--- src/usp_pkg.sv ---
// ----------------------------------------------------------------------------
// usp_pkg: shared types and constants
// Item types, configuration bundle, register indexes and byte codes for the
// URI session parameter extractor.
// ----------------------------------------------------------------------------
package usp_pkg;

    // URI size limits
    localparam int MAX_URI_LEN  = 4096;
    localparam int MAX_NAME_LEN = 16;
    localparam int POS_W        = $clog2(MAX_URI_LEN + 2);   // position saturates at len+1
    localparam int OFF_W        = 12;
    localparam int NLEN_W       = 5;
    localparam int CFG_IDX_W    = 3;
    localparam int CFG_DATA_W   = 64;

    // Configuration register indexes
    localparam logic [CFG_IDX_W-1:0] CFG_NAME_LOW   = 3'd0;
    localparam logic [CFG_IDX_W-1:0] CFG_NAME_HIGH  = 3'd1;
    localparam logic [CFG_IDX_W-1:0] CFG_NAME_LEN   = 3'd2;
    localparam logic [CFG_IDX_W-1:0] CFG_MAX_VALUE  = 3'd3;
    localparam logic [CFG_IDX_W-1:0] CFG_MODE       = 3'd4;
    localparam logic [CFG_IDX_W-1:0] CFG_PREFIX     = 3'd5;

    // Reset value of the value length cap
    localparam logic [OFF_W-1:0] MAX_VALUE_RST = 12'd32;

    // Parse phases
    localparam logic [1:0] PH_BEFORE = 2'd0;
    localparam logic [1:0] PH_INSIDE = 2'd1;
    localparam logic [1:0] PH_DONE   = 2'd2;

    // Request method codes
    localparam logic [1:0] METHOD_OTHER = 2'd3;

    // Delimiter bytes
    localparam logic [7:0] CH_SEMI     = 8'h3B;   // ';'
    localparam logic [7:0] CH_QUESTION = 8'h3F;   // '?'
    localparam logic [7:0] CH_AMP      = 8'h26;   // '&'
    localparam logic [7:0] CH_EQUAL    = 8'h3D;   // '='

    // Search modes
    localparam logic MODE_PATH  = 1'b0;
    localparam logic MODE_QUERY = 1'b1;

    typedef struct packed {
        logic [7:0] uri_byte;
        logic [1:0] request_method;
        logic       last_byte;
    } t_in_item;

    typedef struct packed {
        logic             found;
        logic [OFF_W-1:0] value_offset;
        logic [OFF_W-1:0] value_length;
        logic             too_long;
    } t_out_item;

    typedef struct packed {
        logic [CFG_DATA_W-1:0] name_word_low;
        logic [CFG_DATA_W-1:0] name_word_high;
        logic [NLEN_W-1:0]     name_length;
        logic [OFF_W-1:0]      max_value_length;
        logic                  search_mode;
        logic                  prefix_match;
    } t_cfg;

endpackage

--- src/usp_byte_parser.sv ---
// ----------------------------------------------------------------------------
// usp_byte_parser: per-byte URI parameter parser
// Holds the parse state for one URI, updates it for each accepted byte and
// forms the result item combinationally for the byte marked last.
// ----------------------------------------------------------------------------
module usp_byte_parser (
    input  logic               i_clk,
    input  logic               i_rst_n,
    input  logic               i_step,
    input  usp_pkg::t_in_item  i_item,
    input  usp_pkg::t_cfg      i_cfg,
    output usp_pkg::t_out_item o_result
);

    localparam int POS_W  = usp_pkg::POS_W;
    localparam int OFF_W  = usp_pkg::OFF_W;
    localparam int NLEN_W = usp_pkg::NLEN_W;

    // Parse state
    logic [POS_W-1:0]  r_pos,       n_pos;
    logic [1:0]        r_phase,     n_phase;
    logic [OFF_W-1:0]  r_seg,       n_seg;
    logic              r_match,     n_match;
    logic              r_qual,      n_qual;
    logic              r_cand_vld,  n_cand_vld;
    logic [OFF_W-1:0]  r_cand_off,  n_cand_off;
    logic [OFF_W-1:0]  r_cand_len,  n_cand_len;
    logic              r_method_ok, n_method_ok;

    // ASCII lower case
    function automatic logic [7:0] to_lower(input logic [7:0] c);
        return (c >= 8'h41 && c <= 8'h5A) ? c + 8'd32 : c;
    endfunction

    logic [NLEN_W-1:0]  nl;
    logic [POS_W-1:0]   name_skip;
    logic               too_long;
    logic [7:0]         opener;
    logic [7:0]         sep;
    logic [OFF_W-1:0]   pos12;
    logic [OFF_W-1:0]   k;
    logic [127:0]       name_all;
    logic [7:0]         name_c;
    logic [POS_W-1:0]   start_a;
    logic [POS_W-1:0]   start_f;
    logic [POS_W-1:0]   diff_a;
    logic [POS_W-1:0]   diff_f;
    logic               f_vld;
    logic [OFF_W-1:0]   f_off;
    logic [OFF_W-1:0]   f_len;
    logic [OFF_W-1:0]   len_cap;
    logic               hit;

    // Configuration derived values
    always_comb begin
        nl        = (i_cfg.name_length > NLEN_W'(usp_pkg::MAX_NAME_LEN)) ?
                    NLEN_W'(usp_pkg::MAX_NAME_LEN) : i_cfg.name_length;
        name_skip = POS_W'(nl) + (i_cfg.prefix_match ? POS_W'(1) : POS_W'(2));
        opener    = (i_cfg.search_mode == usp_pkg::MODE_QUERY) ?
                    usp_pkg::CH_QUESTION : usp_pkg::CH_SEMI;
        sep       = (i_cfg.search_mode == usp_pkg::MODE_QUERY) ?
                    usp_pkg::CH_AMP : usp_pkg::CH_SEMI;
        name_all  = {i_cfg.name_word_high, i_cfg.name_word_low};
    end

    // Byte parse: next state for this byte
    always_comb begin
        n_pos       = r_pos;
        n_phase     = r_phase;
        n_seg       = r_seg;
        n_match     = r_match;
        n_qual      = r_qual;
        n_cand_vld  = r_cand_vld;
        n_cand_off  = r_cand_off;
        n_cand_len  = r_cand_len;
        n_method_ok = r_method_ok && (i_item.request_method != usp_pkg::METHOD_OTHER);

        too_long = (r_pos >= POS_W'(usp_pkg::MAX_URI_LEN));
        pos12    = r_pos[OFF_W-1:0];
        k        = pos12 - r_seg - OFF_W'(1);
        name_c   = name_all[{k[3:0], 3'b000} +: 8];
        // close of the current segment at this byte
        start_a  = POS_W'(r_seg) + name_skip;
        diff_a   = r_pos - start_a;

        if (!too_long) begin
            n_pos = r_pos + POS_W'(1);
            case (r_phase)
                usp_pkg::PH_BEFORE: begin
                    if (i_item.uri_byte == opener) begin
                        n_phase = usp_pkg::PH_INSIDE;
                        n_seg   = pos12;
                        n_match = 1'b1;
                        n_qual  = 1'b0;
                    end
                end
                usp_pkg::PH_INSIDE: begin
                    if (i_cfg.search_mode == usp_pkg::MODE_PATH &&
                        i_item.uri_byte == usp_pkg::CH_QUESTION) begin
                        if (r_qual) begin
                            n_cand_vld = 1'b1;
                            n_cand_off = start_a[OFF_W-1:0];
                            n_cand_len = (r_pos >= start_a) ? diff_a[OFF_W-1:0] : '0;
                        end
                        n_qual  = 1'b0;
                        n_phase = usp_pkg::PH_DONE;
                    end else if (i_item.uri_byte == sep) begin
                        if (r_qual) begin
                            n_cand_vld = 1'b1;
                            n_cand_off = start_a[OFF_W-1:0];
                            n_cand_len = (r_pos >= start_a) ? diff_a[OFF_W-1:0] : '0;
                        end
                        n_seg   = pos12;
                        n_match = 1'b1;
                        n_qual  = 1'b0;
                    end else if (k < OFF_W'(nl)) begin
                        if (to_lower(i_item.uri_byte) != to_lower(name_c)) begin
                            n_match = 1'b0;
                        end
                    end else if (k == OFF_W'(nl)) begin
                        n_qual = r_match && (i_cfg.prefix_match ||
                                             i_item.uri_byte == usp_pkg::CH_EQUAL);
                    end
                end
                default: begin
                end
            endcase
        end else begin
            n_pos = POS_W'(usp_pkg::MAX_URI_LEN + 1);
        end
    end

    // End of URI: close the open segment and form the result
    always_comb begin
        start_f = POS_W'(n_seg) + name_skip;
        diff_f  = n_pos - start_f;
        f_vld   = n_cand_vld;
        f_off   = n_cand_off;
        f_len   = n_cand_len;
        if (n_phase == usp_pkg::PH_INSIDE && n_qual) begin
            f_vld = 1'b1;
            f_off = start_f[OFF_W-1:0];
            f_len = (n_pos >= start_f) ? diff_f[OFF_W-1:0] : '0;
        end
        len_cap = (f_len < i_cfg.max_value_length) ? f_len : i_cfg.max_value_length;
        hit     = !too_long && n_method_ok && (nl != '0) && f_vld && (len_cap != '0);

        o_result.found        = hit;
        o_result.value_offset = hit ? f_off : '0;
        o_result.value_length = hit ? len_cap : '0;
        o_result.too_long     = too_long;
    end

    // State registers; cleared after each last byte
    always_ff @(posedge i_clk) begin
        if (!i_rst_n || (i_step && i_item.last_byte)) begin
            r_pos       <= '0;
            r_phase     <= usp_pkg::PH_BEFORE;
            r_seg       <= '0;
            r_match     <= 1'b0;
            r_qual      <= 1'b0;
            r_cand_vld  <= 1'b0;
            r_cand_off  <= '0;
            r_cand_len  <= '0;
            r_method_ok <= 1'b1;
        end else if (i_step) begin
            r_pos       <= n_pos;
            r_phase     <= n_phase;
            r_seg       <= n_seg;
            r_match     <= n_match;
            r_qual      <= n_qual;
            r_cand_vld  <= n_cand_vld;
            r_cand_off  <= n_cand_off;
            r_cand_len  <= n_cand_len;
            r_method_ok <= n_method_ok;
        end
    end

    // Position saturates just past the URI limit
    a_pos_bound: assert property (@(posedge i_clk) disable iff (!i_rst_n)
        r_pos <= POS_W'(usp_pkg::MAX_URI_LEN + 1))
        else $error("byte position past saturation");

    // A last byte always restarts the URI state
    a_last_clears: assert property (@(posedge i_clk) disable iff (!i_rst_n)
        i_step && i_item.last_byte |=> r_pos == '0 && r_phase == usp_pkg::PH_BEFORE
                                        && !r_cand_vld)
        else $error("URI state not cleared after last byte");

    // Once inside the parameter area, the phase never falls back mid-URI
    a_phase_fwd: assert property (@(posedge i_clk) disable iff (!i_rst_n)
        i_step && !i_item.last_byte && r_phase != usp_pkg::PH_BEFORE
        |=> r_phase != usp_pkg::PH_BEFORE)
        else $error("parse phase went backward");

    // A reported value is never empty, over the cap, or paired with too_long
    a_found_ok: assert property (@(posedge i_clk) disable iff (!i_rst_n)
        o_result.found |-> !o_result.too_long && o_result.value_length != '0
                           && o_result.value_length <= i_cfg.max_value_length)
        else $error("inconsistent found result");

endmodule

--- src/uri_session_param_extract_core.sv ---
// ----------------------------------------------------------------------------
// uri_session_param_extract_core: session parameter locator for request URIs
// Scans a request URI one byte per item and reports where the configured
// session parameter's value sits.
// ----------------------------------------------------------------------------
// Usage:
//   Input channel (i_in_valid / o_in_ready) carries one URI byte per item
//   with the request method and a last-byte mark. One result item leaves on
//   the output channel (o_out_valid / i_out_ready) for each URI, built from
//   its last byte: found flag, value offset, capped value length, too_long.
//   The result is registered and valid in the cycle after the last byte is accepted.
//   One byte per cycle while the output register is free; parse state updates
//   in a single pass between the input handshake and the result register.
//   A result waiting in the output register holds o_in_ready low until the
//   receiver takes it; with the receiver ready, a byte is taken every cycle,
//   last bytes included.
//   Configuration writes (i_cfg_valid, index, data) are always accepted and
//   must only happen while no URI is in flight.
//   Reset (synchronous, active low) clears the parse state and the result
//   valid flag and loads register defaults: empty name, cap 32, path mode.
// ----------------------------------------------------------------------------
module uri_session_param_extract_core (
    input  logic                               i_clk,
    input  logic                               i_rst_n,
    // byte input
    input  logic                               i_in_valid,
    output logic                               o_in_ready,
    input  usp_pkg::t_in_item                  i_in_item,
    // result output
    output logic                               o_out_valid,
    input  logic                               i_out_ready,
    output usp_pkg::t_out_item                 o_out_item,
    // configuration writes
    input  logic                               i_cfg_valid,
    output logic                               o_cfg_ready,
    input  logic [usp_pkg::CFG_IDX_W-1:0]      i_cfg_index,
    input  logic [usp_pkg::CFG_DATA_W-1:0]     i_cfg_data
);

    usp_pkg::t_cfg      r_cfg;
    usp_pkg::t_out_item r_out_item;
    usp_pkg::t_out_item result;
    logic               r_out_valid;
    logic               accept;

    // Output register frees up as it drains
    assign o_in_ready  = !r_out_valid || i_out_ready;
    assign accept      = i_in_valid && o_in_ready;
    assign o_cfg_ready = 1'b1;
    assign o_out_valid = r_out_valid;
    assign o_out_item  = r_out_item;

    // Configuration registers
    always_ff @(posedge i_clk) begin
        if (!i_rst_n) begin
            r_cfg.name_word_low    <= '0;
            r_cfg.name_word_high   <= '0;
            r_cfg.name_length      <= '0;
            r_cfg.max_value_length <= usp_pkg::MAX_VALUE_RST;
            r_cfg.search_mode      <= usp_pkg::MODE_PATH;
            r_cfg.prefix_match     <= 1'b0;
        end else if (i_cfg_valid) begin
            case (i_cfg_index)
                usp_pkg::CFG_NAME_LOW:  r_cfg.name_word_low    <= i_cfg_data;
                usp_pkg::CFG_NAME_HIGH: r_cfg.name_word_high   <= i_cfg_data;
                usp_pkg::CFG_NAME_LEN:  r_cfg.name_length      <=
                                            i_cfg_data[usp_pkg::NLEN_W-1:0];
                usp_pkg::CFG_MAX_VALUE: r_cfg.max_value_length <=
                                            i_cfg_data[usp_pkg::OFF_W-1:0];
                usp_pkg::CFG_MODE:      r_cfg.search_mode      <= i_cfg_data[0];
                usp_pkg::CFG_PREFIX:    r_cfg.prefix_match     <= i_cfg_data[0];
                default: begin
                end
            endcase
        end
    end

    // Parser
    usp_byte_parser u_parser (
        .i_clk    (i_clk),
        .i_rst_n  (i_rst_n),
        .i_step   (accept),
        .i_item   (i_in_item),
        .i_cfg    (r_cfg),
        .o_result (result)
    );

    // Result register: valid flag
    always_ff @(posedge i_clk) begin
        if (!i_rst_n) begin
            r_out_valid <= 1'b0;
        end else if (accept && i_in_item.last_byte) begin
            r_out_valid <= 1'b1;
        end else if (i_out_ready) begin
            r_out_valid <= 1'b0;
        end
    end

    // Result register: payload
    always_ff @(posedge i_clk) begin
        if (accept && i_in_item.last_byte) begin
            r_out_item <= result;
        end
    end

endmodule

--- config.mk ---
export PLATFORM = sky130hd
export DESIGN_NAME = uri_session_param_extract_core
export DESIGN_NICKNAME = d
export VERILOG_FILES = /design/src/usp_pkg.sv /design/src/usp_byte_parser.sv /design/src/uri_session_param_extract_core.sv
export SDC_FILE = /design/constraint.sdc
export NUM_CORES = 1
export LEC_CHECK = 0
export BUFFER_PORTS_ARGS = -buffer_cell sky130_fd_sc_hd__buf_2
export CAP_MARGIN = 20
export CORE_MARGIN = 5
export CORE_UTILIZATION = 30
export CTS_BUF_LIST = sky130_fd_sc_hd__clkbuf_4
export CTS_CLUSTER_DIAMETER = 80
export DETAILED_ROUTE_END_ITERATION = 10
export SLEW_MARGIN = 20
export SYNTH_ARGS = -nofsm -noshare
export SYNTH_HDL_FRONTEND = slang
export SYNTH_SLANG_ARGS = --single-unit
--- constraint.sdc ---
create_clock -name i_clk -period 7.5 [get_ports i_clk]
set_clock_uncertainty 0.1 [all_clocks]
set_input_delay 0.75 -clock i_clk [delete_from_list [all_inputs] [get_ports i_clk]]
set_output_delay 0.75 -clock i_clk [all_outputs]
set_load 0.005 [all_outputs]
Yosys cells after proc, flatten, opt, wreduce, memory -nomap -nowiden:

Index checks and enable logic that the tools add are counted.

* add/subtract/negate cells: 10
* order comparisons: 10
* eq/ne operators: 18
* shifts and indexed selects: 1
* multiplexer cells: 52
* bitwise gates (word level): 2
* reductions and logical operators: 31

Operators with widths (number)
* two-way mux 12 bit: 19
* indexed part select 128 x 8 -> 8 bit: 1
* subtractor 12 bit: 3
* adder 12 x 13 -> 13 bit: 2
* greater-or-equal comparator 13 bit: 2
* one-hot mux 12 bit (2 select lines): 1
* two-way mux 1 bit: 19
* adder 8 x 6 -> 8 bit, second input constant: 2
* equality test 8 x 6 -> 1 bit, second input constant: 2
* equality test 8 bit: 2
* greater-or-equal comparator 8 x 7 -> 1 bit, second input constant: 2
* <= comparator 8 x 7 -> 1 bit, second input constant: 2
* two-way mux 8 bit: 2
* adder 13 x 1 -> 13 bit, second input constant: 1
* adder 5 x 13 -> 13 bit: 1
* greater-or-equal comparator 13 bit, second input constant: 1
* two-way mux 13 bit: 1
* equality test 12 x 5 -> 1 bit: 1
* logical AND 1 bit: 12
* < comparator 12 bit: 1
* < comparator 12 x 5 -> 1 bit: 1
* AND reduction 2 bit: 6
* nonzero test 12 bit: 1
* subtractor 12 x 1 -> 12 bit, second input constant: 1
* 22 further kinds: 38

* bits in registers: 229
* bits of input ports: 83
* output and inout port bits: 29
* logic and storage cells: 144

Longest topological paths before layout:

Gate-level depths: netlist of the first run.

* depth in word-level cells: 16
* gate-level depth with buffers: 43
* gate-level depth less buffers: 38

Cells and area by module:

A second synthesis of the first run with hierarchy kept.

* cells, all modules: 1596
* area total of the unflattened synthesis: 14475.1 um^2

By module, submodules not included
* usp_byte_parser: instances 1, cells each 1010, area each 8011.4 um^2, sequential area each 1101.1 um^2
* uri_session_param_extract_core: instances 1, cells each 586, area each 6463.7 um^2, sequential area each 3743.6 um^2

Worst setup path before layout of the first run:

OpenSTA, ideal clock, no wires.

* path kind: in2reg
* from: input port i_in_item[3] (netlist bit)
* to: register r_out_item (netlist bit o_out_item[25]) (data pin)
* setup time: 269 ps
* data arrival time: 7529 ps
* data required time: 7131 ps
* setup slack: -398 ps
* cell stages on the path: 39
* buffers on the path: 4
* path through: or4b_2 -> a21oi_1 -> o211ai_1 -> clkbuf_1 -> o22ai_1 -> ha_1 -> inv_1 -> fa_1 -> nor2b_1 -> o21ai_0 -> a21oi_1 -> o21ai_0 -> nand2b_1 -> nand2_1 -> o32ai_1 -> a21oi_1 -> ha_1 -> and3_1 -> (+3 left out) -> a21oi_1 -> clkbuf_1 -> nand2_1 -> a21oi_1 -> ha_1 -> a21o_1 -> a21o_1 -> a21oi_1 -> o21ai_0 -> a21o_1 -> a21oi_1 -> and3_1 -> a32oi_1 -> and2_1 -> buf_6 -> mux2i_1 -> buf_6 -> a21oi_2

* elaborated cells on any way between the ends: 44
* those cells by class: add/sub (2); order compare (2); eq/ne (5); mux (28); reduce/logical (7)

RTL lines
* start, declared: line uri_session_param_extract_core.sv:28 `input usp_pkg::t_in_item i_in_item,`
* equality test 8 bit / equality test 8 x 6 -> 1 bit (equally long branches): line usp_byte_parser.sv:107, usp_byte_parser.sv:99
* two-way mux 12 bit / logical AND 1 bit (equally long branches): line usp_byte_parser.sv:107, usp_byte_parser.sv:98
* two-way mux 12 bit: line usp_byte_parser.sv:98 `if (i_cfg.search_mode == usp_pkg::MODE_PATH &&`
* one-hot mux 12 bit (2 select lines) *: line usp_byte_parser.sv:88 `case (r_phase)`
* two-way mux 12 bit *: line usp_byte_parser.sv:86 `if (!too_long) begin`
* via u_parser.n_seg[0]: line usp_byte_parser.sv:22 `logic [OFF_W-1:0] r_seg, n_seg;`
* adder 12 x 13 -> 13 bit *: line usp_byte_parser.sv:135 `start_f = POS_W'(n_seg) + name_skip;`
* subtractor 12 bit / greater-or-equal comparator 13 bit (equally long branches): line usp_byte_parser.sv:136, usp_byte_parser.sv:143
* two-way mux 12 bit *: line usp_byte_parser.sv:143 `f_len = (n_pos >= start_f) ? diff_f[OFF_W-1:0] : '0;`
* two-way mux 12 bit *: line usp_byte_parser.sv:140 `if (n_phase == usp_pkg::PH_INSIDE && n_qual) begin`
* < comparator 12 bit: line usp_byte_parser.sv:145 `len_cap = (f_len < i_cfg.max_value_length) ? f_len : i_cfg.max_value_length;`
* two-way mux 12 bit *: line usp_byte_parser.sv:145
* nonzero test 12 bit *: line usp_byte_parser.sv:146 `hit = !too_long && n_method_ok && (nl != '0) && f_vld && (len_cap != '0);`
* logical AND 1 bit *: line usp_byte_parser.sv:146
* via u_parser.hit: line usp_byte_parser.sv:52 `logic hit;`
* end signal, assigned: line uri_session_param_extract_core.sv:102 `r_out_item <= result;`
* end, declared: line uri_session_param_extract_core.sv:41 `usp_pkg::t_out_item r_out_item;`

Mark *: on every way through the listed nets, which the timed path passes. The rest lies on a longest branch.
A chain may end at the register's enable or synchronous reset.

Worst setup path after layout of the first run:

* from: register r_cfg[15] (netlist bit)
* to: register r_out_item (netlist bit o_out_item[23]) (data pin)

* cells in the longest elaborated chain, start to end: 16
* elaborated cells on any way between the ends: 40
* those cells by class: add/sub (5); order compare (5); eq/ne (1); mux (23); reduce/logical (6)

RTL lines
* start, declared: line uri_session_param_extract_core.sv:40 `usp_pkg::t_cfg r_cfg;`
* greater-than comparator 5 bit: line usp_byte_parser.sv:56 `nl = (i_cfg.name_length > NLEN_W'(usp_pkg::MAX_NAME_LEN)) ?`
* two-way mux 5 bit *: line usp_byte_parser.sv:56
* adder 5 x 13 -> 13 bit: line usp_byte_parser.sv:58 `name_skip = POS_W'(nl) + (i_cfg.prefix_match ? POS_W'(1) : POS_W'(2));`
* adder 12 x 13 -> 13 bit: line usp_byte_parser.sv:83 `start_a = POS_W'(r_seg) + name_skip;`
* subtractor 12 bit / greater-or-equal comparator 13 bit (equally long branches): line usp_byte_parser.sv:84, usp_byte_parser.sv:103, usp_byte_parser.sv:111
* two-way mux 12 bit: line usp_byte_parser.sv:103, usp_byte_parser.sv:111
* two-way mux 12 bit: line usp_byte_parser.sv:100, usp_byte_parser.sv:108
* two-way mux 12 bit: line usp_byte_parser.sv:107 `end else if (i_item.uri_byte == sep) begin`
* two-way mux 12 bit: line usp_byte_parser.sv:98
* two-way mux 12 bit: line usp_byte_parser.sv:88
* two-way mux 12 bit: line usp_byte_parser.sv:86
* two-way mux 12 bit: line usp_byte_parser.sv:140
* < comparator 12 bit: line usp_byte_parser.sv:145
* two-way mux 12 bit: line usp_byte_parser.sv:145
* nonzero test 12 bit: line usp_byte_parser.sv:146
* logical AND 1 bit: line usp_byte_parser.sv:146

Mark *: on every way between the ends. The rest lies on a longest branch, timed or not.

==> impl_metrics.tcl, run 1 <==
set metrics [dict create \
    setup_viol 0 \
    yosysUniqueCellTypes 88 \
    critPathCaptureType "flop" \
    grt_overflow 0 \
    remaining_drc_errors 0 \
    maxSlewHeadroom_pct 32.9 \
    drive_gt1_share_pct 21.5 \
    synthCells 1703 \
    vias 13100 \
    die_h_um 227 \
    area_delta_synth_final_pct 18.7 \
    yosys.area.top_type "dfxtp_1" \
    yosysSeqAreaShare_pct 34.1 \
    syn_avg_cell_area_um2 8.33 \
    gp_congestion 0.924 \
    hold_violations 0 \
    outcome "completed" \
    drt_first_pass_iters 6 \
    grt_max_degree 80 \
    synth_edf_count 26 \
    timing.fmax_mhz 140 \
    hold_depth 3 \
    io_pins 112 \
    antenna_found_initial 13 \
    clk_pin_slew_ns 0.07 \
    r2r_cells 32 \
    hpwlAfterDp_mm 32.9 \
    path_class "flop to flop" \
    rows 79 \
    slowest_stage "dfxtp_1" \
    dp_slack_ns -0.0556 \
    initial_utilization_pct 30.4 \
    worst-path-buf-inv 2 \
    netlist.area_leader.share_pct 28.6 \
    die_width_um 227 \
    final_cell_mix "nand2_1, dfxtp_1, a21boi_0, nor2_1, buf_2" \
    drv_cap 0 \
    antenna_left 0 \
    grt_pass1_vias 12800 \
    reg2reg_from "r_cfg[15]" \
    hold_path_class "primary input to flop" \
    power.leakage_nw 6.35 \
    critPathLaunch "r_cfg[15]" \
    cp_max_fo 13 \
    fin_crit_sh_pct 95.2 \
    nets 2025 \
    cts_root_buffer "clkbuf_4" \
    fillers 4876 \
    ir_drop_mv 0.154 \
    clock-sinks 229 \
    core_um2 46700 \
    synth_warnings 0 \
    wl_mm 45.1 \
    min_from "i_cfg_data[49]" \
    synth_area_um2 14200 \
    ys_ff_latch 229 \
    r2r-end "o_out_item[23]" \
    cpPeakStageDelay_ns 0.40 \
    cts_tree "yes" \
    cp.arrival_ns 7.48 \
    synthTopCellsByArea "dfxtp_1, nand2_1, a21boi_0" \
    first_iter_violations 883 \
    port_buffers 110 \
    grt_pass1_wl_mm 70.6 \
    insertion_delay_ns 0.75 \
    wl_per_cell_um 17.8 \
    dp_cells 2400 \
    cts.htree.levels 3 \
    vias_per_cell 5.19 \
    final_max_slew_viol_count 0 \
    stdcell_count 2530 \
    min_to "r_cfg[132]" \
    tightest_slew_ns 0.998 \
    p_total_mw 2.98 \
    cp_top_family "compound AO/OA/AOI/OAI gates" \
    p_per_area_nw_per_um2 177 \
    cts_made_buffers 68 \
    synthFlopType "dfxtp_1" \
    grtUsageTotal_pct 17.1 \
    clk_path_buf_depth 3 \
    r2r_setup_slack_ns 0.36 \
    ys_async_sr_fraction_pct 0 \
    required_ns 7.84 \
    utilization_pct 36.1 \
    dieArea_um2 51700 \
    critPathLaunchType "flop" \
    finalCriticalPeriod_ns 7.14 \
    setup_ws_ns 0.361 \
    layout_commonest_cell "nand2_1" \
]
==> worst max path at each step <==
stage | endpoint | slack (ns) | depth (start not counted)
floorplan | o_out_item[25] | 0.006 | 39
global placement | o_out_item[23] | 0.03 | 38
detailed placement | o_out_item[23] | -0.06 | 34
CTS | o_out_item[23] | 0.07 | 33
global route | o_out_item[23] | -0.005 | 33
finish | o_out_item[23] | 0.36 | 32
==> report_power, final <==
part | leakage [nW] | switching, mW | internal (mW)
logic | 3.92 | 0.230 | 0.174
clock network | 0.536 | 0.573 | 0.724
registers | 1.89 | 0.0146 | 1.26
total | 6.35 | 0.817 | 2.16
==> Yosys cell counts (7+ instances only) <==
| cell | count |
|---|---|
| or3_1 | 9 |
| o211ai_1 | 10 |
| nand2b_1 | 17 |
| clkbuf_1 | 85 |
| edfxtp_1 | 26 |
| mux4_2 | 34 |
| and3_1 | 8 |
| a211oi_1 | 30 |
| o21a_1 | 12 |
| nand3_1 | 36 |
| a21o_1 | 19 |
| buf_2 | 8 |
| and2_1 | 8 |
| nor3_1 | 21 |
| nor2_1 | 128 |
| xor2_1 | 22 |
| ha_1 | 70 |
| nor2b_1 | 22 |
| inv_1 | 59 |
| mux2i_1 | 34 |
| o22ai_1 | 10 |
| a31oi_1 | 7 |
| xnor2_1 | 33 |
| dfxtp_1 | 203 |
| a21oi_1 | 88 |
| a21oi_2 | 11 |
| nand2_1 | 371 |
| nand4_1 | 12 |
| a21boi_0 | 142 |
| o21ai_0 | 38 |
==> cell type report <==
type / instances / area, um2 / area share (%)
clock inverters: 17 / 158 / 0.936
clock buffers: 102 / 766 / 4.55
multi-input cells: 1315 / 8850 / 52.5
flip-flops and latches: 229 / 4850 / 28.8
well taps: 607 / 759 / 4.51
inverters: 59 / 221 / 1.32
repair buffers: 194 / 1220 / 7.25
diodes: 7 / 17.5 / 0.104
==> flip-flops by register name, summed over array words and instances (netlist names) <==
name / count
o_out_item: 26
o_out_valid: 1
r_cfg: 147
u_parser.r_cand_len: 12
u_parser.r_cand_off: 12
u_parser.r_cand_vld: 1
u_parser.r_match: 1
u_parser.r_method_ok: 1
u_parser.r_phase: 2
u_parser.r_pos: 13
u_parser.r_qual: 1
u_parser.r_seg: 12
==> what timing repair did <==
action	4_1_cts	5_1_grt
setup buffers	0	4
resized for setup	0	20
hold buffers	0	0
endpoints found under the setup margin	0	25
endpoints found under the hold margin	0	0
==> worst min-delay path, stage by stage <==
cell and delay (ns):
buf_2 0.10, nand2_1 0.05, a21boi_0 0.07
==> layer usage <==
metal  up-vias  wire length, um  global-route usage [%]  share of wire, %
met5         -               80                       0              0.18
met4        12             1330                    5.77               2.9
met3       106             3000                    4.60               6.7
met2       418            21600                    29.1                48
met1      6212            19100                    21.0                42
li1       6374                -                       -                 -
==> logic make-up after synthesis <==
family	share of synthesized area [%]
AND/OR/NAND/NOR	20.9
AO/OA/AOI/OAI	21.7
flip-flops	34.1
buffers and inverters	4.51
adder cells (fa/ha/maj)	7.03
multiplexers	8.27
XOR/XNOR	3.40
other	0.0529
==> metrics by stage <==
stage	setup TNS [ns]	hold WS, ns	cell area (um2)
after floorplan	0	0.337	14300
after global placement	0	0.344	15800
after detailed placement	-0.449	0.347	15800
after CTS	0	0.0967	16700
after global routing	-0.0102	0.131	16800
final	0	0.166	16800
Power figures use the tool's default switching activity.
==> inputs of run 2 (changes only) <==
--- a/config.mk
+++ b/config.mk
@@ -15,4 +15,5 @@
 export SLEW_MARGIN = 20
 export SYNTH_ARGS = -nofsm -noshare
 export SYNTH_HDL_FRONTEND = slang
+export SYNTH_HIERARCHICAL = 1
 export SYNTH_SLANG_ARGS = --single-unit
==> impl_metrics.tcl, run 2 <==
set metrics [dict create \
    outcome "completed" \
    cp_max_fo 7 \
    port_buffers 110 \
    cts-hold-fix-buffers 0 \
    drt_first_pass_iters 6 \
    fin_crit_sh_pct 98.7 \
    grt_pass1_wl_mm 66.1 \
    synth_edf_count 26 \
    top_register "r_cfg" \
    area_delta_synth_final_pct 20.5 \
    hold_path_class "primary input to flop" \
    ys_async_sr_fraction_pct 0 \
    final_cell_mix "nand2_1, mux2i_1, dfxtp_1, nor2_1, buf_4" \
    drv_cap 0 \
    die_width_um 230 \
    yosysSeqAreaShare_pct 33.5 \
    cts_made_buffers 68 \
    critPathLaunchType "flop" \
    dp_slack_ns -0.497 \
    ys_ff_latch 229 \
    grt_max_degree 134 \
    insertion_delay_ns 0.73 \
    yosysMostFrequentCell "nand2_1" \
    antenna_found_initial 2 \
    cp_top_family "simple AND/OR/NAND/NOR gates" \
    largest_register_ffs 147 \
    dieArea_um2 52700 \
    grt_overflow 0 \
    clk_path_buf_depth 3 \
    antenna_left 0 \
    synth_area_um2 14500 \
    gp_congestion 0.903 \
    cp.arrival_ns 7.69 \
    final_max_slew_viol_count 0 \
    first_iter_violations 837 \
    wl_mm 42.2 \
    synthFlopType "dfxtp_1" \
    ir_drop_mv 0.112 \
    io_pins 112 \
    synthTopCellsByArea "dfxtp_1, mux2i_1, nand2_1" \
    vias_per_cell 5.05 \
    cpPeakStageDelay_ns 0.49 \
    rsz0062_at_grt "true" \
    cts_tree "yes" \
    cts.htree.levels 3 \
    worst-path-buf-inv 6 \
    yosys.area.top_type "dfxtp_1" \
    syn_avg_cell_area_um2 9.07 \
    power.leakage_nw 7.37 \
    clock-sinks 229 \
    layout_commonest_cell "nand2_1" \
    maxSlewHeadroom_pct 25.3 \
    slowest_stage "or4_1" \
    tightest_slew_ns 1.12 \
    synth_common_cells "nand2_1, mux2i_1, dfxtp_1" \
    timing.fmax_mhz 135 \
    hold_violations 0 \
    critPathCaptureType "flop" \
    netlist.area_leader.share_pct 28.1 \
    vias 12400 \
    nets 1956 \
    setup_viol 0 \
    setup_ws_ns 0.0968 \
    p_total_mw 2.94 \
    die_h_um 230 \
    fillers 4752 \
    grtUsageTotal_pct 15.3 \
    cts_root_buffer "clkbuf_4" \
    r2r_setup_slack_ns 0.1 \
    clk_pin_slew_ns 0.06 \
    initial_utilization_pct 30.3 \
    hpwlAfterDp_mm 31.1 \
    drive_gt1_share_pct 26.3 \
    synth_warnings 6 \
    remaining_drc_errors 0 \
    finalCriticalPeriod_ns 7.40 \
    core_um2 47700 \
    yosysUniqueCellTypes 92 \
    p_per_area_nw_per_um2 169 \
    synthCells 1596 \
    required_ns 7.79 \
    wl_per_cell_um 17.1 \
    grt_pass1_vias 12400 \
    path_class "flop to flop" \
    rows 80 \
]
[run 2: changes by cell type after synthesis, sizes merged, moves of 5 or more]
cell    delta
buf       +34
o22ai      -7
nor2      +13
a211oi    +16
mux2i    +171
o21bai     +5
mux2       +8
nand3     -12
a221oi     -5
clkbuf    -39
a21boi   -142
nand2     -93
a21oi     -33
[run 2: where the power goes]
part | switching [mW] | leakage (nW) | internal (mW)
Clock | 0.551 | 0.535 | 0.699
Sequential | 0.0158 | 1.89 | 1.26
Combinational | 0.238 | 4.94 | 0.173
[run 2: worst paths after layout]
check	startpoint	endpoint	cells after the start
hold reg to reg	u_parser/r_method_ok	u_parser/r_method_ok	1
setup / recovery	r_cfg[1]	o_out_item[18]	38
setup reg to reg	r_cfg[1]	o_out_item[18]	38
hold / removal	i_cfg_data[35]	r_cfg[54]	3
[run 2: what timing repair did]
item | CTS | global route
endpoints found under the setup margin | 3 | 25
hold endpoints to repair | 0 | 0
cloned | 0 | 1
buffers inserted | 0 | 9
gates resized for setup | 3 | 70
pin swaps | 0 | 37
[run 2: tightest hold or removal path, stage by stage]
cell and delay, ns:
buf_2 0.10, nand2_1 0.06, mux2i_1 0.06
[run 2: kinds of logic after synthesis]
family / share of synthesized area, %
AO/OA/AOI/OAI: 11.8
flip-flops: 33.5
other: 0.0519
multiplexers: 20.6
XOR/XNOR: 3.49
buffers and inverters: 5.68
AND/OR/NAND/NOR: 17.9
adder cells (fa/ha/maj): 7.05
[run 2: layout make-up]
cell class	instances	area, um2	share of cell area [%]
diodes	2	5.00	0.0287
repair buffers	224	1450	8.31
flip-flops and latches	229	4850	27.8
well taps	615	769	4.41
multi-input cells	1211	9240	53.0
clock buffers	104	781	4.48
clock inverters	15	119	0.681
inverters	61	231	1.33
[run 2: metal layers]
metal / vias to the layer above / track usage, % / part of all wire (%)
li1: 6085 / - / -
met1: 5865 / 19.7 / 44
met2: 391 / 25.7 / 48
met3: 90 / 2.75 / 4.8
met4: 0 / 5.94 / 3.5
met5: - / 0 / 0
[run 2: per-stage QoR]
step                std cells  hold WS [ns]  area, um2  TNS, ns  util [%]
CTS                      2449         0.124      17000        0      35.6
detailed placement       2330         0.346      16100   -10.63      33.7
finish                   2461         0.212      17400        0      36.5
floorplan                1597         0.327      14600    -1.88         -
global placement         2330         0.333      16100    -7.33      33.7
global route             2461         0.156      17400    -3.12      36.5
==> inputs of run 3 (changes only) <==
--- a/config.mk
+++ b/config.mk
@@ -5,13 +5,16 @@
 export SDC_FILE = /design/constraint.sdc
 export NUM_CORES = 1
 export LEC_CHECK = 0
-export BUFFER_PORTS_ARGS = -buffer_cell sky130_fd_sc_hd__buf_2
 export CAP_MARGIN = 20
+export CELL_PAD_IN_SITES_DETAIL_PLACEMENT = 1
+export CELL_PAD_IN_SITES_GLOBAL_PLACEMENT = 2
 export CORE_MARGIN = 5
 export CORE_UTILIZATION = 30
 export CTS_BUF_LIST = sky130_fd_sc_hd__clkbuf_4
 export CTS_CLUSTER_DIAMETER = 80
 export DETAILED_ROUTE_END_ITERATION = 10
+export DONT_BUFFER_PORTS = 1
+export PLACE_DENSITY_LB_ADDON = 0.1
 export SLEW_MARGIN = 20
 export SYNTH_ARGS = -nofsm -noshare
 export SYNTH_HDL_FRONTEND = slang
==> impl_metrics.tcl, run 3 (synthesized netlist as in run 2, its figures left out) <==
set metrics [dict create \
    initial_utilization_pct 30.3 \
    grt_pass1_vias 13300 \
    cp_top_family "compound AO/OA/AOI/OAI gates" \
    required_ns 7.92 \
    top_register "r_cfg" \
    cts_root_buffer "clkbuf_4" \
    drt_first_pass_iters 4 \
    core_um2 47700 \
    timing.hold.ws_ns 0.0762 \
    regArea_um2 4850 \
    cpPeakStageDelay_ns 0.47 \
    layout_commonest_cell "nand2_1" \
    fillers 5573 \
    cp.arrival_ns 7.73 \
    cts_made_buffers 73 \
    worst-path-buf-inv 5 \
    hold_violations 0 \
    cts.htree.levels 3 \
    internal-power_mw 2.17 \
    drv_cap 0 \
    gp_congestion 0.843 \
    wl_mm 52.8 \
    critPathCaptureType "flop" \
    swShare_pct 28.7 \
    largest_register_ffs 147 \
    first_iter_violations 398 \
    remaining_drc_errors 0 \
    comb_power_share_pct 14.3 \
    die_width_um 230 \
    p_total_mw 3.05 \
    rsz0062_at_grt "true" \
    power_frac_seq_pct 42.1 \
    grt_overflow 0 \
    power.switching_uw 877 \
    slowest_stage "or4b_4" \
    wl_per_cell_um 21.6 \
    io_pins 112 \
    utilization_pct 37.2 \
    multi_input_area_um2 9230 \
    pwr-share-clk_pct 43.6 \
    setup_viol 0 \
    vias_per_cell 5.15 \
    stdcell_count 2445 \
    grt_max_degree 84 \
    finalCriticalPeriod_ns 7.31 \
    critPathLaunchType "flop" \
    nets 1937 \
    timing.fmax_mhz 137 \
    drive_gt1_share_pct 21.9 \
    final_cell_mix "nand2_1, mux2i_1, dfxtp_1, nor2_1, buf_4" \
    hold_path_class "primary input to flop" \
    grt_pass1_wl_mm 80.1 \
    die_h_um 230 \
    crit_top_cell "a21oi_2" \
    antenna_found_initial 2 \
    rows 80 \
    fin_crit_sh_pct 97.5 \
    p_per_area_nw_per_um2 172 \
    setup_ws_ns 0.189 \
    grtUsageTotal_pct 19.5 \
    tightest_slew_ns 1.03 \
    final_max_slew_viol_count 0 \
    cp_max_fo 6 \
    ir_drop_mv 0.130 \
    area_delta_synth_final_pct 22.6 \
    path_class "flop to flop" \
    cts_tree "yes" \
    dieArea_um2 52700 \
    hpwlAfterDp_mm 36.3 \
    antenna_left 0 \
    power.leakage_nw 7.30 \
    insertion_delay_ns 0.79 \
    maxSlewHeadroom_pct 31.2 \
    dp_slack_ns -0.624 \
    port_buffers 0 \
    outcome "completed" \
    clk_path_buf_depth 3 \
    dp_cells 2242 \
    clock-sinks 229 \
    clk_pin_slew_ns 0.06 \
    vias 12600 \
]
## run 3: worst paths after layout
| path | from | endpoint | slack [ns] | cells after the start |
|---|---|---|---|---|
| worst max-delay path | r_cfg[1] | o_out_item[14] | 0.19 | 37 |
| worst min-delay path | i_cfg_data[52] | r_cfg[135] | 0.08 | 2 |
| worst max register to register | r_cfg[1] | o_out_item[14] | 0.19 | 37 |
| worst min register to register | r_cfg[120] | r_cfg[120] | 0.36 | 2 |
## run 3: layout make-up
type                            instances  area share, %
Timing Repair Buffer                  198           9.64
Tap cell                              615           4.34
Clock buffer                          100           4.23
Clock inverter                         26           1.15
Antenna cell                            3         0.0423
Sequential cell                       229           27.3
Multi-Input combinational cell       1213           52.0
Inverter                               61           1.30
## run 3: worst reg2reg max path, delay by kind of cell (launching register included)
| family | cells | cell delay, ns |
|---|---|---|
| flops | 1 | 0.32 |
| buf+inv | 5 | 0.57 |
| compound gates | 16 | 2.70 |
| mux | 2 | 0.49 |
| fa+ha+maj | 4 | 1.07 |
| simple gates | 9 | 1.73 |
| xor+xnor | 1 | 0.08 |
## run 3: repair_timing
| action | 4_1_cts | 5_1_grt |
|---|---|---|
| endpoints found under the hold margin | 106 | 0 |
| resized for setup | 2 | 66 |
| endpoints found under the setup margin | 25 | 25 |
| pin swaps | 1 | 21 |
| cloned | 0 | 3 |
| setup buffers | 1 | 8 |
| hold buffers | 62 | 0 |
## run 3: per-stage QoR
stage	area [um2]	TNS, ns
after floorplan	14600	-1.88
after global placement	15700	-9.09
after detailed placement	15700	-14.76
after CTS	17300	0
after global routing	17700	-1.27
final	17700	0
## run 3: routing by layer
metal / global-route usage, % / vias up / wire length [um]
li1: - / 6060 / -
met1: 23.0 / 6305 / 23000
met2: 36.3 / 176 / 27400
met3: 3.71 / 54 / 1550
met4: 4.92 / 0 / 906
met5: 0 / - / 0
## run 3: power groups by stage
stage	combinational, mW	clock (mW)	sequential (mW)
after CTS	0.421	1.40	1.28
after global routing	0.474	1.46	1.29
after floorplan	0.267	0	1.30
final	0.436	1.33	1.28
after global placement	0.361	0	1.31
after detailed placement	0.366	0	1.31
